<file path="src/rtl/pcxrle_pkg.sv">
package pcxrle_pkg;

  // Fixed field widths.
  localparam int unsigned ByteW   = 8;
  localparam int unsigned LenW    = 6;
  localparam int unsigned ColOutW = 9;
  localparam int unsigned RowOutW = 8;
  localparam int unsigned CfgW    = 9;
  localparam int unsigned CfgIdxW = 1;

  // Default grid limits.
  localparam int unsigned MaxWidthDefault  = 512;
  localparam int unsigned MaxHeightDefault = 256;

  // Reset values of the configuration registers.
  localparam logic [ColOutW-1:0] WidthResetVal  = 9'd319;
  localparam logic [RowOutW-1:0] HeightResetVal = 8'd199;

  // Run marker: two top bits set, low six bits are the length.
  localparam logic [1:0] RunMarkTag = 2'b11;

  // Configuration register indexes.
  typedef enum logic [CfgIdxW-1:0] {
    REG_WIDTH_M1  = 1'b0,
    REG_HEIGHT_M1 = 1'b1
  } cfg_reg_e;

  // One queued request for the back end: a pixel value and its repeat count.
  typedef struct packed {
    logic [ByteW-1:0] value;
    logic [LenW-1:0]  len;
  } run_cmd_t;

  // Front-to-queue push.
  typedef struct packed {
    logic     valid;
    run_cmd_t cmd;
  } cmd_push_t;

  // Queue-to-back-end head.
  typedef struct packed {
    logic     valid;
    run_cmd_t cmd;
  } cmd_head_t;

endpackage

</file>
<file path="src/rtl/pcxrle_front.sv">
module pcxrle_front
  import pcxrle_pkg::*;
(
  input  logic             clk_i,
  input  logic             rst_ni,
  input  logic             in_valid_i,
  output logic             in_stall_o,
  input  logic [ByteW-1:0] data_byte_i,
  input  logic             queue_full_i,
  output cmd_push_t        push_o
);

  logic            awaiting_q, awaiting_d;
  logic [LenW-1:0] pend_len_q, pend_len_d;
  logic            accept;

  assign in_stall_o = queue_full_i;
  assign accept     = in_valid_i && !queue_full_i;

  always_comb begin
    awaiting_d       = awaiting_q;
    pend_len_d       = pend_len_q;
    push_o.valid     = 1'b0;
    push_o.cmd.value = data_byte_i;
    push_o.cmd.len   = LenW'(1);
    if (accept) begin
      if (awaiting_q) begin
        // value byte of a run; an empty run is dropped here
        awaiting_d     = 1'b0;
        push_o.valid   = (pend_len_q != '0);
        push_o.cmd.len = pend_len_q;
      end else if (data_byte_i[ByteW-1 -: 2] == RunMarkTag) begin
        awaiting_d = 1'b1;
        pend_len_d = data_byte_i[LenW-1:0];
      end else begin
        push_o.valid = 1'b1;
      end
    end
  end

  always_ff @(posedge clk_i or negedge rst_ni) begin
    if (!rst_ni) begin
      awaiting_q <= 1'b0;
      pend_len_q <= '0;
    end else begin
      awaiting_q <= awaiting_d;
      pend_len_q <= pend_len_d;
    end
  end

endmodule

</file>
<file path="src/rtl/pcxrle_cmd_fifo.sv">
module pcxrle_cmd_fifo
  import pcxrle_pkg::*;
(
  input  logic      clk_i,
  input  logic      rst_ni,
  input  cmd_push_t push_i,
  output logic      full_o,
  output cmd_head_t head_o,
  input  logic      pop_i
);

  localparam int unsigned Depth = 2;
  localparam int unsigned PtrW  = $clog2(Depth);

  run_cmd_t          mem_q [Depth];
  logic [PtrW-1:0]   wr_ptr_q, wr_ptr_d;
  logic [PtrW-1:0]   rd_ptr_q, rd_ptr_d;
  logic [PtrW:0]     cnt_q, cnt_d;
  logic              do_push, do_pop;

  assign full_o       = (cnt_q == (PtrW+1)'(Depth));
  assign head_o.valid = (cnt_q != '0);
  assign head_o.cmd   = mem_q[rd_ptr_q];
  assign do_push      = push_i.valid && !full_o;
  assign do_pop       = pop_i && head_o.valid;

  always_comb begin
    wr_ptr_d = wr_ptr_q + PtrW'(do_push);
    rd_ptr_d = rd_ptr_q + PtrW'(do_pop);
    cnt_d    = cnt_q + (PtrW+1)'(do_push) - (PtrW+1)'(do_pop);
  end

  always_ff @(posedge clk_i) begin
    if (do_push) begin
      mem_q[wr_ptr_q] <= push_i.cmd;
    end
  end

  always_ff @(posedge clk_i or negedge rst_ni) begin
    if (!rst_ni) begin
      wr_ptr_q <= '0;
      rd_ptr_q <= '0;
      cnt_q    <= '0;
    end else begin
      wr_ptr_q <= wr_ptr_d;
      rd_ptr_q <= rd_ptr_d;
      cnt_q    <= cnt_d;
    end
  end

endmodule

</file>
<file path="src/rtl/pcxrle_back.sv">
module pcxrle_back
  import pcxrle_pkg::*;
#(
  parameter int unsigned ColW = 9,
  parameter int unsigned RowW = 8
) (
  input  logic               clk_i,
  input  logic               rst_ni,
  input  logic [ColOutW-1:0] last_col_i,
  input  logic [RowOutW-1:0] last_row_i,
  input  cmd_head_t          head_i,
  output logic               pop_o,
  output logic               out_valid_o,
  input  logic               out_stall_i,
  output logic [ByteW-1:0]   pixel_value_o,
  output logic [ColOutW-1:0] column_o,
  output logic [RowOutW-1:0] row_o,
  output logic               last_in_run_o,
  output logic               image_done_o
);

  logic               active_q, active_d;
  logic [ByteW-1:0]   value_q, value_d;
  logic [LenW-1:0]    remain_q, remain_d;
  logic [ColW-1:0]    col_q, col_d;
  logic [RowW-1:0]    row_q, row_d;
  logic               finished_q, finished_d;

  logic               ov_q, ov_d;
  logic [ByteW-1:0]   opix_q;
  logic [ColOutW-1:0] ocol_q;
  logic [RowOutW-1:0] orow_q;
  logic               olast_q, odone_q;

  logic out_free, emit, row_end, done, pix_last, run_over, load;

  assign out_free = !ov_q || !out_stall_i;
  assign emit     = active_q && out_free;
  assign row_end  = (ColOutW'(col_q) >= last_col_i);
  assign done     = row_end && (RowOutW'(row_q) >= last_row_i);
  assign pix_last = (remain_q == LenW'(1)) || row_end;
  assign run_over = emit && pix_last;
  assign load     = head_i.valid && (!active_q || run_over);
  assign pop_o    = load;

  always_comb begin
    finished_d = finished_q || (emit && done);
    active_d   = active_q;
    value_d    = value_q;
    remain_d   = remain_q;
    col_d      = col_q;
    row_d      = row_q;
    if (emit) begin
      remain_d = remain_q - LenW'(1);
      if (row_end) begin
        col_d = '0;
        if (!done) begin
          row_d = row_q + RowW'(1);
        end
      end else begin
        col_d = col_q + ColW'(1);
      end
    end
    if (load) begin
      // requests that arrive after the image is complete are discarded
      active_d = !finished_d;
      value_d  = head_i.cmd.value;
      remain_d = head_i.cmd.len;
    end else if (run_over) begin
      active_d = 1'b0;
    end
    ov_d = emit ? 1'b1 : (out_stall_i ? ov_q : 1'b0);
  end

  always_ff @(posedge clk_i) begin
    if (emit) begin
      opix_q  <= value_q;
      ocol_q  <= ColOutW'(col_q);
      orow_q  <= RowOutW'(row_q);
      olast_q <= pix_last;
      odone_q <= done;
    end
    value_q  <= value_d;
    remain_q <= remain_d;
  end

  always_ff @(posedge clk_i or negedge rst_ni) begin
    if (!rst_ni) begin
      active_q   <= 1'b0;
      col_q      <= '0;
      row_q      <= '0;
      finished_q <= 1'b0;
      ov_q       <= 1'b0;
    end else begin
      active_q   <= active_d;
      col_q      <= col_d;
      row_q      <= row_d;
      finished_q <= finished_d;
      ov_q       <= ov_d;
    end
  end

  assign out_valid_o   = ov_q;
  assign pixel_value_o = opix_q;
  assign column_o      = ocol_q;
  assign row_o         = orow_q;
  assign last_in_run_o = olast_q;
  assign image_done_o  = odone_q;

endmodule

</file>
<file path="src/rtl/pcx_rle_decoder_unit.sv">
// PCX 8-bit run-length decoder. Bytes of the encoded image data enter on the
// in_* channel; a byte with both top bits set is a run marker whose low six
// bits give the length, and the byte after it is the value repeated that
// many times; any other byte is one pixel. Each pixel leaves on the out_*
// channel with its column and row, last_in_run_o on the last pixel a byte
// produces, and image_done_o on the pixel that closes the last row. A run
// that crosses the row end is cut there and the next row starts at column
// zero; an empty run produces nothing; once the image is complete every
// further byte is swallowed until reset. The front end classifies bytes and
// hands (value, length) requests to a two-entry queue; the back end places
// one pixel per clock, unless out_stall_i holds it, into an output register.
// A literal byte yields one pixel, a marker plus value pair up to 63; the
// queue lets bytes enter while a run is still placed, the back-end pixel
// loop being the bottleneck. Image size comes from cfg registers 0 (width
// minus one, reset 319) and 1 (height minus one, reset 199); the user must
// write them through cfg_we_i only while the block is idle, which the block
// does not enforce; both are further capped at MAX_WIDTH-1 and MAX_HEIGHT-1.
module pcx_rle_decoder_unit
  import pcxrle_pkg::*;
#(
  parameter int unsigned MAX_WIDTH  = MaxWidthDefault,
  parameter int unsigned MAX_HEIGHT = MaxHeightDefault
) (
  input  logic               clk_i,
  input  logic               rst_ni,
  // configuration write port
  input  logic               cfg_we_i,
  input  logic [CfgIdxW-1:0] cfg_idx_i,
  input  logic [CfgW-1:0]    cfg_data_i,
  // encoded byte stream
  input  logic               in_valid_i,
  output logic               in_stall_o,
  input  logic [ByteW-1:0]   data_byte_i,
  // decoded pixels
  output logic               out_valid_o,
  input  logic               out_stall_i,
  output logic [ByteW-1:0]   pixel_value_o,
  output logic [ColOutW-1:0] column_o,
  output logic [RowOutW-1:0] row_o,
  output logic               last_in_run_o,
  output logic               image_done_o
);

  // The width and height registers bound the counters as well, so the
  // counters only need to span the smaller of the two limits.
  localparam int unsigned ColLim = (MAX_WIDTH < (1 << ColOutW)) ? MAX_WIDTH : (1 << ColOutW);
  localparam int unsigned RowLim = (MAX_HEIGHT < (1 << RowOutW)) ? MAX_HEIGHT
                                                                  : (1 << RowOutW);
  localparam int unsigned ColW   = (ColLim > 1) ? $clog2(ColLim) : 1;
  localparam int unsigned RowW   = (RowLim > 1) ? $clog2(RowLim) : 1;
  localparam logic [ColOutW-1:0] ColMax = ColOutW'(ColLim - 1);
  localparam logic [RowOutW-1:0] RowMax = RowOutW'(RowLim - 1);

  logic [ColOutW-1:0] width_q;
  logic [RowOutW-1:0] height_q;
  logic [ColOutW-1:0] last_col;
  logic [RowOutW-1:0] last_row;

  cmd_push_t push;
  cmd_head_t head;
  logic      q_full, pop;

  // config registers
  always_ff @(posedge clk_i or negedge rst_ni) begin
    if (!rst_ni) begin
      width_q  <= WidthResetVal;
      height_q <= HeightResetVal;
    end else if (cfg_we_i) begin
      case (cfg_reg_e'(cfg_idx_i))
        REG_WIDTH_M1:  width_q  <= cfg_data_i[ColOutW-1:0];
        REG_HEIGHT_M1: height_q <= cfg_data_i[RowOutW-1:0];
        default: ;
      endcase
    end
  end

  // effective last column / row
  assign last_col = (width_q > ColMax) ? ColMax : width_q;
  assign last_row = (height_q > RowMax) ? RowMax : height_q;

  pcxrle_front u_front (
    .clk_i        (clk_i),
    .rst_ni       (rst_ni),
    .in_valid_i   (in_valid_i),
    .in_stall_o   (in_stall_o),
    .data_byte_i  (data_byte_i),
    .queue_full_i (q_full),
    .push_o       (push)
  );

  pcxrle_cmd_fifo u_queue (
    .clk_i  (clk_i),
    .rst_ni (rst_ni),
    .push_i (push),
    .full_o (q_full),
    .head_o (head),
    .pop_i  (pop)
  );

  pcxrle_back #(
    .ColW (ColW),
    .RowW (RowW)
  ) u_back (
    .clk_i         (clk_i),
    .rst_ni        (rst_ni),
    .last_col_i    (last_col),
    .last_row_i    (last_row),
    .head_i        (head),
    .pop_o         (pop),
    .out_valid_o   (out_valid_o),
    .out_stall_i   (out_stall_i),
    .pixel_value_o (pixel_value_o),
    .column_o      (column_o),
    .row_o         (row_o),
    .last_in_run_o (last_in_run_o),
    .image_done_o  (image_done_o)
  );

endmodule

</file>
<file path="config.mk">
export PLATFORM = sky130hd
export DESIGN_NAME = pcx_rle_decoder_unit
export DESIGN_NICKNAME = d
export VERILOG_FILES = /design/src/rtl/pcxrle_pkg.sv /design/src/rtl/pcxrle_front.sv /design/src/rtl/pcxrle_cmd_fifo.sv /design/src/rtl/pcxrle_back.sv /design/src/rtl/pcx_rle_decoder_unit.sv
export SDC_FILE = /design/constraint.sdc
export NUM_CORES = 1
export LEC_CHECK = 0
export BUFFER_PORTS_ARGS = -buffer_cell sky130_fd_sc_hd__buf_2
export CORE_ASPECT_RATIO = 0.5
export CORE_MARGIN = 5
export CORE_UTILIZATION = 63
export CTS_CLUSTER_SIZE = 30
export DETAILED_ROUTE_END_ITERATION = 12
export PLACE_DENSITY = 0.92
export SYNTH_ARGS = -nofsm -noshare
export SYNTH_HDL_FRONTEND = slang
export SYNTH_SLANG_ARGS = --single-unit
</file>
<file path="constraint.sdc">
create_clock -name clk_i -period 7.1 [get_ports clk_i]
set_input_delay 0.355 -clock clk_i [delete_from_list [all_inputs] [get_ports clk_i]]
set_output_delay 0.355 -clock clk_i [all_outputs]
set_load 0.01 [all_outputs]
</file>
==> metrics.cfg, run 1 <==
[floorplan]
die_h_um = 72.6
start_util_pct = 66.1
die_area_mm2 = 0.00981
dieWidth_um = 135
rows = 22
coreArea_mm2 = 0.00746
ioPinCount = 52

[power_and_ir_drop]
vdd_ir_drop_max_mv = 0.223
p_leak_nw = 2.52
power.density_mw_per_mm2 = 396
total_power_mw = 2.34

[cells_and_area]
n_antenna_cell = 0
instances_no_fill = 542
nFillCells = 412
fin_nets = 469
drive_gt1_share_pct = 28.1
area_growth_pct = 19.6

[synth]
synth_most_common_cell = edfxtp_1
ys_types = 40
syn_inst = 357
yosysTopAreaCell = edfxtp_1
synthTopCellsByArea = edfxtp_1, dfrtp_1, dfstp_2
synth_seq_area_share_pct = 66.6
ys_ff_latch = 117
synthArstFlopShare_pct = 41.0
mappedNetlistArea_mm2 = 0.00493
yosysWarnings = 0
yosysTopAreaCellShare_pct = 42.0
synth_nets = 405
synth_ff_type = edfxtp_1
yosys-top-cells-count = edfxtp_1, dfrtp_1, inv_1
synth-edff-count = 69
avgSynthCellArea_um2 = 13.8

[min_path]
hold_class = primary input to async pin

[placement]
dp_cells = 510
gp_congestion = 0.752
numPortBuffers = 51
dp_hpwl_mm = 6.10

[cts]
clock-root-buffer = clkbuf_16
clock_latency_ps = 400
cts_tree = built
h-tree-depth = 4
clockBufferDepth = 2
cts_setup_buffers = 0
path_clk_slew_ps = 60
ctsHoldBuffers = 0
clkSinkCount = 117
cts_resized = 0
numCtsBuffers = 17

[critical_path]
end_kind = register
worst_r2r_path_depth = 12
worst-setup-path-type = register to register
cpMostUsedCell = ha_1
rrSetupSlack_ps = 3760
worstSetupStartpointType = register
worst_path_max_delay_cell = a311oi_4
critPathMaxStageDelay_ps = 890
worst-endpoint-required_ps = 7430
rr_endpoint = u_queue.cnt_q[1]
path_max_fanout = 16
path_cells = inv_1 > ha_1 > nand2_1 > o21ai_1 > a21oi_1 > and2_1 > a311oi_4 > ha_1 > inv_1 > ha_1 > xnor2_1 > xnor2_1
r2r_start = width_q[1]
critical_path_arrival_ps = 3670

[routing]
wl_mm = 9.88
dr.pass1.iters = 4
wire_per_inst_um = 18.2
drtAntennaViolNets = 0
route.detailed.drc = 0
vias = 3013
first_iter_violations = 206
viasPerCell = 5.56

[grt]
grt_max_degree = 49
first_global_vias = 3104
track_usage_pct = 22.1
grt_pass1_wl_mm = 16.0
grt_overflow = 0
antenna_found_initial = 0

[flow_run]
max-cap-violations = 0

[timing]
slew_headroom_pct = 19.8
hold_violations = 0
tightest_slew_ps = 1200
finalSetupTns_ps = 0
skew_ps = 7.36
fin_crit_sh_pct = 47.1
fmax_mhz = 299
rsz0062_at_grt = false
period_minus_slack_ps = 3340
setup_viol = 0
drv_slew = 0

[status]
status = finished, final reports clean

flip-flops by register name, summed over array words and instances (netlist names), 2 cells and up:
signal and count:
u_front.pend_len_q 6, u_queue.cnt_q 2, u_queue.mem_q 28, u_back.pixel_value_o 8
u_back.row_q 8, u_back.row_o 8, u_back.value_q 8, width_q 9
height_q 8, u_back.remain_q 6, u_back.column_o 9, u_back.col_q 9
routing by layer:
layer | vias to the layer above | share of wire, % | GRT usage, %
li1 | 1396 | - | -
met1 | 1499 | 41 | 26.8
met2 | 94 | 51 | 37.4
met3 | 24 | 5.7 | 6.96
met4 | 0 | 2.3 | 9.16
met5 | - | 0 | 0
worst max-delay path: cells and delay by family (launching register included):
family | cells | cell delay (ps)
AO/OA/AOI/OAI | 3 | 1200
flip-flops | 1 | 520
buffers and inverters | 2 | 130
adder cells (fa/ha/maj) | 3 | 810
XOR/XNOR | 2 | 260
AND/OR/NAND/NOR | 2 | 340
layout make-up:
type                       count  area [µm²]  area share, %
timing repair buffer          52         263           4.45
tap                          108         135           2.29
clock inverter                13         149           2.52
multi-input combinational    201        1490           25.3
sequential                   117        3290           55.7
inverter                      32         120           2.04
clock buffer                  19         453           7.68
report_power, final:
group | switching (mW) | internal, mW
Combinational | 0.255 | 0.197
Clock | 0.312 | 0.539
Sequential | 0.119 | 0.917
Total | 0.686 | 1.65
kinds of logic after synthesis:
family | Yosys count | synth area share [%]
xor gates and xnor gates | 17 | 3.02
adders and majority gates | 25 | 6.34
buffers and inverters | 39 | 3.12
and+or+nand+nor | 88 | 8.32
DFF | 117 | 66.6
muxes | 36 | 7.91
AOI/OAI and AO/OA | 35 | 4.64
stage by stage:
stage	cell area [µm²]	worst slack (ps)	utilization (%)	hold WS (ps)
after floorplan	4930	4110	-	59.4
after detailed placement	5300	3800	71.0	408
final	5900	3760	79.1	43.9
after CTS	5900	3740	79.1	67.4
after global routing	5900	3540	79.1	106
after global placement	5300	3930	71.0	401
worst max path at each step:
| stage | from | to | slack [ps] | cells past startpoint |
|---|---|---|---|---|
| 3_5_place_dp | width_q[8] | u_queue.cnt_q[1] | 3800 | 12 |
| 4_1_cts | width_q[1] | u_queue.cnt_q[1] | 3740 | 12 |
| 6_report | width_q[1] | u_queue.cnt_q[1] | 3760 | 12 |
| 2_1_floorplan | width_q[8] | u_queue.cnt_q[1] | 4110 | 13 |
| 3_3_place_gp | width_q[8] | u_queue.cnt_q[1] | 3930 | 12 |
| 5_1_grt | width_q[8] | u_queue.cnt_q[1] | 3540 | 12 |
cells in the final DEF (no fill, tap or decap), drive strengths merged, types with 2 or more instances in the layout:
cell and instances:
edfxtp 69, buf 52, dfrtp 36, inv 34, nand2 30, ha 25
mux2 24, nor2 19, clkbuf 19, o21ai 13, xnor2 12, mux2i 12
nand3 12, dfstp 12, a21oi 8, clkinvlp 6, nor3 5, xor2 5
nand2b 5, and2 4, nand4 3, clkinv 3, nor2b 2, and3 2
a31oi 2, a21o 2, or3 2, o22ai 2, bufinv 2
(Power assumes the default switching activity.)
==> run 2, diff against run 1 <==
- CORE_UTILIZATION: 63 -> 58
- PLACE_DENSITY: 0.92 -> 0.86
- clock period: 7.1 -> 3.2 ns (I/O delays scaled with it)
==> run 2 against run 1 <==
Effect of this change:
- utilization fell by 4.4 points
- largest cell class unchanged
- largest power group unchanged
- via count decreased by 1.1%
- highest routed layer unchanged
- critical path type unchanged
- clock skew hardly changed
==> metrics.cfg, run 2 (synthesized netlist as in run 1, its figures left out) <==
[grt]
grt_pass1_wl_mm = 14.9  ; -6.8%
grtUsageMet3_pct = 6.35  ; -0.61 points
first_global_vias = 3119  ; +0.48%
use_met2_pct = 32.4  ; -5.1 points
busiest_layer = met2
track_usage_pct = 19.1  ; -3.0 points
grt_max_degree = 39  ; -20%
grt_overflow = 0  ; unchanged
use_met1_pct = 22.7  ; -4.1 points
antenna_found_initial = 0  ; unchanged

[cts]
clock-root-buffer = clkbuf_16
cts_setup_buffers = 0  ; unchanged
clockBufferDepth = 2  ; unchanged
path_clk_slew_ps = 50  ; about the same
numCtsBuffers = 17  ; unchanged
cts_tree = built
h-tree-depth = 4  ; unchanged
clock_latency_ps = 410  ; about the same
clkSinkCount = 117  ; unchanged

[timing]
setup_viol = 0  ; unchanged
rsz0062_at_grt = false
tightest_slew_ps = 1010  ; -190 ps
fmax_mhz = 359  ; +20%
fin_crit_sh_pct = 87.0  ; +40 points
hold_violations = 0  ; unchanged
finalSetupTns_ps = 0  ; unchanged
skew_ps = 7.37  ; +0.00744 ps
drv_slew = 0  ; unchanged
slew_headroom_pct = 32.8  ; +13 points
period_minus_slack_ps = 2780  ; -560 ps

[cells_and_area]
largest_register_ffs = 28  ; unchanged
drive_gt1_share_pct = 27.5  ; -0.64 points
seq_area_mm2 = 0.00329  ; unchanged
nFillCells = 497  ; +21%
fin_nets = 490  ; +4.5%
layout_common_cells = edfxtp_1, buf_2, dfrtp_1
n_antenna_cell = 0  ; unchanged
regMostFlops = u_queue.mem_q
multi_input_area_mm2 = 0.00149  ; unchanged
area_growth_pct = 23.4
final_common_cell = edfxtp_1
instances_no_fill = 567  ; +4.6%

[routing]
drtAntennaViolNets = 0  ; unchanged
wl_mm = 9.01  ; -8.8%
route.detailed.drc = 0  ; unchanged
vias = 2981  ; -1.1%
dr.pass1.iters = 4  ; unchanged
viasPerCell = 5.26  ; -5.4%
first_iter_violations = 167  ; -19%
wire_per_inst_um = 15.9  ; -13%

[critical_path]
worst-setup-path-type = register to register
worstSetupStartpointType = register
path_max_fanout = 4  ; -12
end_kind = register
worst-endpoint-required_ps = 3530  ; -3900 ps
critical_path_arrival_ps = 3110  ; -560 ps

[placement]
dp_hpwl_mm = 6.03  ; -1.0%
gp_congestion = 0.790  ; +5.1%
dp_cells = 519  ; +1.8%
numPortBuffers = 51  ; unchanged

[status]
status = finished, final reports clean

[floorplan]
rows = 23  ; +4.5%
dieWidth_um = 140  ; +3.9%
die_h_um = 75.2  ; +3.6%
coreArea_mm2 = 0.00814  ; +9.2%
start_util_pct = 60.6  ; -5.6 points
die_area_mm2 = 0.0106  ; +7.7%
ioPinCount = 52  ; unchanged

[flow_run]
max-cap-violations = 0  ; unchanged

[power_and_ir_drop]
vdd_ir_drop_max_mv = 0.478  ; +110%
p_leak_nw = 2.60  ; +3.5%
power.density_mw_per_mm2 = 839  ; +110%

[min_path]
hold_class = primary input to register

==> run 2: metal layers <==
| metal | wire length, µm | share of wire, % |
|---|---|---|
| met5 | 0 | 0 |
| met4 | 190 | 2.1 |
| met3 | 532 | 5.9 |
| met2 | 4390 | 49 |
| met1 | 3900 | 43 |
==> run 2: layout make-up <==
class,count,share of cell area [%]
flip-flops and latches,117,54.0
well taps,112,2.30
clock buffers,19,7.44
clock inverters,13,2.18
repair buffers,73,7.57
inverters,32,1.97
multi-input cells,201,24.5
==> run 2: metrics by stage <==
step	power [mW]	cell area [µm²]	worst slack [ps]	utilization [%]	hold WS [ps]
3_3_place_gp	3.19	5340	569	65.6	330
4_1_cts	5.14	6090	430	74.7	13.3
2_1_floorplan	2.94	4930	215	-	-136
3_5_place_dp	3.26	5340	475	65.6	353
5_1_grt	5.38	6090	246	74.7	21.8
6_report	5.11	6090	417	74.7	25.7
==> run 2: critical path, stage by stage (launching register included) <==
cell	delay, ps
dfstp_2	510
inv_1	40
ha_1	300
nand2_1	70
nor2_1	40
a211oi_1	430
and2_1	300
a311oi_4	130
ha_1	310
inv_1	50
ha_1	210
xnor2_1	170
xnor2_1	130
==> run 2: path summary, 6_finish.rpt <==
check | start | endpoint | slack (ps) | depth (start not counted)
min in group asynchronous | rst_ni | u_front.pend_len_q[3] | 430 | 2
worst min register to register | u_back.value_q[4] | u_back.pixel_value_o[4] | 420 | 0
max in group asynchronous | rst_ni | height_q[6] | 1980 | 3
worst max-delay path | width_q[8] | u_queue.cnt_q[1] | 420 | 12
worst max register to register | width_q[8] | u_queue.cnt_q[1] | 420 | 12
worst min-delay path | cfg_data_i[2] | height_q[2] | 30 | 2
==> run 2: what timing repair did <==
action	CTS	global route
setup endpoints to repair	0	0
resized for setup	0	0
hold buffers	16	0
hold endpoints to repair	53	0
==> run 2: report_power, final <==
| group | leakage (nW) | switching [mW] | total, mW | internal (mW) |
|---|---|---|---|---|
| Combinational | 1.10 | 0.538 | 0.997 | 0.459 |
| Sequential | 1.24 | 0.245 | 2.28 | 2.03 |
| Clock | 0.272 | 0.656 | 1.83 | 1.18 |
| Total | 2.60 | 1.44 | 5.11 | 3.67 |
